**src/sv/tcb_fifo.sv**
```systemverilog
module tcb_fifo #(
   parameter int WIDTH = 8,
   parameter int DEPTH = 4
) (
   input  logic             clock,
   input  logic             reset,
   input  logic             wr_en,
   input  logic [WIDTH-1:0] wr_data,
   input  logic             rd_en,
   output logic [WIDTH-1:0] rd_data,
   output logic             empty,
   output logic             full
);

   localparam int AW = $clog2(DEPTH);

   logic [WIDTH-1:0] mem_ff [DEPTH];
   logic [AW-1:0]    wr_ptr_ff, wr_ptr_in;
   logic [AW-1:0]    rd_ptr_ff, rd_ptr_in;
   logic [AW:0]      count_ff, count_in;

   always_comb begin
      wr_ptr_in = wr_en ? wr_ptr_ff + AW'(1) : wr_ptr_ff;
      rd_ptr_in = rd_en ? rd_ptr_ff + AW'(1) : rd_ptr_ff;
      count_in  = count_ff + (AW+1)'(wr_en) - (AW+1)'(rd_en);
   end

   always_ff @(posedge clock) begin
      if (reset) begin
         wr_ptr_ff <= '0;
         rd_ptr_ff <= '0;
         count_ff  <= '0;
      end else begin
         wr_ptr_ff <= wr_ptr_in;
         rd_ptr_ff <= rd_ptr_in;
         count_ff  <= count_in;
      end
   end

   always_ff @(posedge clock) begin
      if (wr_en) begin
         mem_ff[wr_ptr_ff] <= wr_data;
      end
   end

   assign rd_data = mem_ff[rd_ptr_ff];
   assign empty   = (count_ff == '0);
   assign full    = (count_ff == (AW+1)'(DEPTH));

endmodule

```
**config.mk**
```make
export PLATFORM = sky130hd
export DESIGN_NAME = tcb_fifo
export DESIGN_NICKNAME = d
export VERILOG_FILES = /design/src/sv/tcb_fifo.sv
export SDC_FILE = /design/constraint.sdc
export NUM_CORES = 1
export LEC_CHECK = 0
export ABC_AREA = 1
export BUFFER_PORTS_ARGS = -buffer_cell sky130_fd_sc_hd__buf_2
export CAP_MARGIN = 20
export CORE_ASPECT_RATIO = 0.7
export CORE_MARGIN = 5
export CORE_UTILIZATION = 55
export CTS_CLUSTER_SIZE = 16
export DETAILED_ROUTE_END_ITERATION = 10
export GPL_ROUTABILITY_DRIVEN = 0
export HOLD_SLACK_MARGIN = 0.02
export PLACE_DENSITY = 0.76
export SYNTH_ARGS = -nofsm -noshare
export SYNTH_HDL_FRONTEND = slang
export SYNTH_SLANG_ARGS = --single-unit
```
**constraint.sdc**
```tcl
create_clock -name clock -period 1.75 [get_ports clock]
set_input_delay 0 -clock clock [delete_from_list [all_inputs] [get_ports clock]]
set_output_delay 0 -clock clock [all_outputs]
set_load 0.02 [all_outputs]
```
==> results.py <==
metrics = {
    "yosys": {
        "synthTopCellsByCount": "edfxtp_1 (32), inv_1 (32), nand2_1 (24), a21oi_1 (13), o21ai_0 (10)",
        "syn_area_sq_mm": 0.00172,
        "synth_edf_count": 32,
        "syn-num-nets": 168,
        "postSynth.asyncResetShare_pct": 0,
        "syn_inst": 149,
        "synth_top_area_share_pct": 55.9,
        "synth_top_area_cell": "edfxtp_1",
        "synth_cell_types": 16,
        "yosys_most_used_dff": "edfxtp_1",
        "synth.area.top_cells": "edfxtp_1 (56%), dfxtp_1 (10%), inv_1 (7.0%)",
        "synth-seq-cells": 41,
        "ys_warn_count": 0,
        "synth_area_per_cell_sq_um": 11.5,
        "yosysSeqAreaShare_pct": 66.4,
    },
    "timing": {
        "fin_tns_setup_ns": 0,
        "max_freq_mhz": 611,
        "max_slew_margin_pct": 61.0,
        "finalHoldViolCount": 0,
        "period_minus_slack_ns": 1.64,
        "slew_viol_final": 0,
        "tightest_slew_ns": 0.585,
        "rsz0062_at_grt": "false",
        "setup_viol": 0,
        "fin_skew_ns": 0.00452,
        "fin_crit_sh_pct": 93.6,
        "hold_slack_ns": 0.0692,
    },
    "clock_tree": {
        "cts_buffers": 5,
        "cts_tree": "yes",
        "htree_levels": 2,
        "post_cts_buffers": 0,
        "clockBufferDepth": 2,
        "clkSlewWorstSetupHoldPaths_ns": 0.07,
        "cts.repair.resized": 0,
        "root_buffer": "clkbuf_8",
        "hold_buffers": 10,
        "clk_latency_ns": 0.28,
        "numClockSinks": 41,
    },
    "hold_path": {
        "whs_endpoint": "wr_ptr_ff[1]",
        "hp-class": "in -> reg",
        "hold_path_depth": 3,
        "hold_start": "wr_en",
    },
    "detailed_routing": {
        "vias": 1096,
        "wl_per_cell_microns": 13.0,
        "finalWirelength_microns": 2880,
        "drc_errors": 0,
        "firstDrtPassIters": 4,
        "ant_nets": 0,
        "avgViaCountPerCell": 4.94,
        "drt_iter0_markers": 89,
    },
    "critical_path": {
        "worstSetupEndpointType": "flip-flop",
        "regToRegEndpoint": "count_ff[2]",
        "path_common_cell": "ha_1",
        "critPathRequiredTime_ns": 1.97,
        "crit_path_top_delay_cell": "dlygate4sd3_1",
        "crit_arrival_ns": 1.86,
        "max_stage_delay_ns": 0.55,
        "reg2reg_setup_slack_ns": 0.14,
        "cp-start-kind": "primary input",
        "reg2reg_from": "count_ff[0]",
        "path_cells": "dlygate4sd3_1 > buf_2 > ha_1 > inv_1 > ha_1 > fa_1 > nand3_1 > nand2_1 > nor2_1",
        "crit_type": "in -> reg",
        "ff2ff_path_depth": 8,
        "path_max_fanout": 5,
    },
    "die": {
        "coreArea_sq_mm": 0.00308,
        "die_h_microns": 56.8,
        "initial_utilization_pct": 55.7,
        "die_area_sq_mm": 0.00436,
        "num_rows": 17,
        "fp.dieW_microns": 76.8,
        "top_level_ports": 22,
    },
    "power_and_ir_drop": {
        "p_leak_uw": 0.000879,
        "irDropWorstVdd_mv": 0.634,
        "powerDensity_mw_per_mm2": 1070,
        "power.total_uw": 2180,
    },
    "grt": {
        "grt_pass1_vias": 1058,
        "antenna_found_initial": 0,
        "grt_pass1_wl_microns": 4820,
        "grt_util_all_layers_pct": 14.4,
        "grt_overflow_total": 0,
        "grt_max_degree": 33,
    },
    "layout": {
        "postLayoutCoreUtil_pct": 65.9,
        "nets": 202,
        "area_delta_synth_final_pct": 18.4,
        "drive_gt1_share_pct": 16.3,
        "diodes": 0,
    },
    "placed_design": {
        "hpwlAfterDp_microns": 1880,
        "io_buffers": 21,
    },
    "run_status": {
        "run_status": "completed",
    },
    "run": {
        "cap_violations": 0,
    },
}
## where the power goes
group / total (uW) / internal (uW) / switching (uW)
combinational: 327 / 118 / 209
clock: 712 / 423 / 289
sequential: 1150 / 1110 / 34.2
## area by class of cell
| type | instances | area, sq um |
|---|---|---|
| fillers | 228 | 1050 |
| clock buffers | 6 | 72.6 |
| inverters | 32 | 120 |
| multi-input cells | 71 | 404 |
| well taps | 38 | 47.5 |
| clock inverters | 2 | 35.0 |
| flip-flops and latches | 41 | 1140 |
| repair buffers | 32 | 213 |
## worst max-delay path, delay by kind of cell
| kind | cells | cell delay [ns] |
|---|---|---|
| AND/OR/NAND/NOR | 3 | 0.26 |
| adder cells (fa/ha/maj) | 3 | 0.84 |
| buffers and inverters | 3 | 0.75 |
## metal layers
layer | up-vias | GRT usage [%] | share of wire [%]
met1 | 514 | 16.3 | 43
li1 | 560 | - | -
met2 | 18 | 25.3 | 51
met5 | - | 0 | 0
met4 | 0 | 4.49 | 0.97
met3 | 4 | 5.29 | 5.4
## cells by family (layout without fill, tap and decap cells)
logic type | count (synthesis) | in the layout | synth area share [%]
DFF | 41 | 41 | 66.4
AOI/OAI and AO/OA | 34 | 34 | 11.3
adders and majority gates | 7 | 7 | 5.54
and+or+nand+nor | 30 | 30 | 6.70
buffers and inverters | 37 | 72 | 10.1
## layout by cell type (no fill, tap or decap)
cell type	n
inv_1	32
edfxtp_1	32
nand2_1	24
buf_2	21
a21oi_1	13
o21ai_0	10
dlygate4sd3_1	10
dfxtp_1	9
o211ai_1	8
ha_1	6
clkbuf_8	5
nor2_1	4
o21ai_1	2
a21oi_2	1
nor3_1	1
nand3_1	1
fa_1	1
bufinv_16	1
clkinv_2	1
clkbuf_1	1
buf_4	1
## worst max path at each step
stage	start	endpoint
after floorplan	count_ff[0]	count_ff[2]
after global placement	count_ff[0]	count_ff[2]
after detailed placement	count_ff[0]	count_ff[2]
after CTS	count_ff[0]	count_ff[2]
after global routing	count_ff[0]	count_ff[2]
final	rd_en	count_ff[2]
## metrics by stage
stage	area [sq um]	setup slack (ns)	std cells
after global placement	1830	0.263	204
after detailed placement	1830	0.153	204
after global routing	2030	0.00199	222
after floorplan	1720	0.279	149
after CTS	2030	0.144	222
final	2030	0.112	222
## sequential cells by signal, indices dropped and copies added, names as in the netlist, named ones only
name	cells
count_ff	3
mem_ff	32
wr_ptr_ff	2
rd_ptr_ff	2
Power figures use the tool's default switching activity.
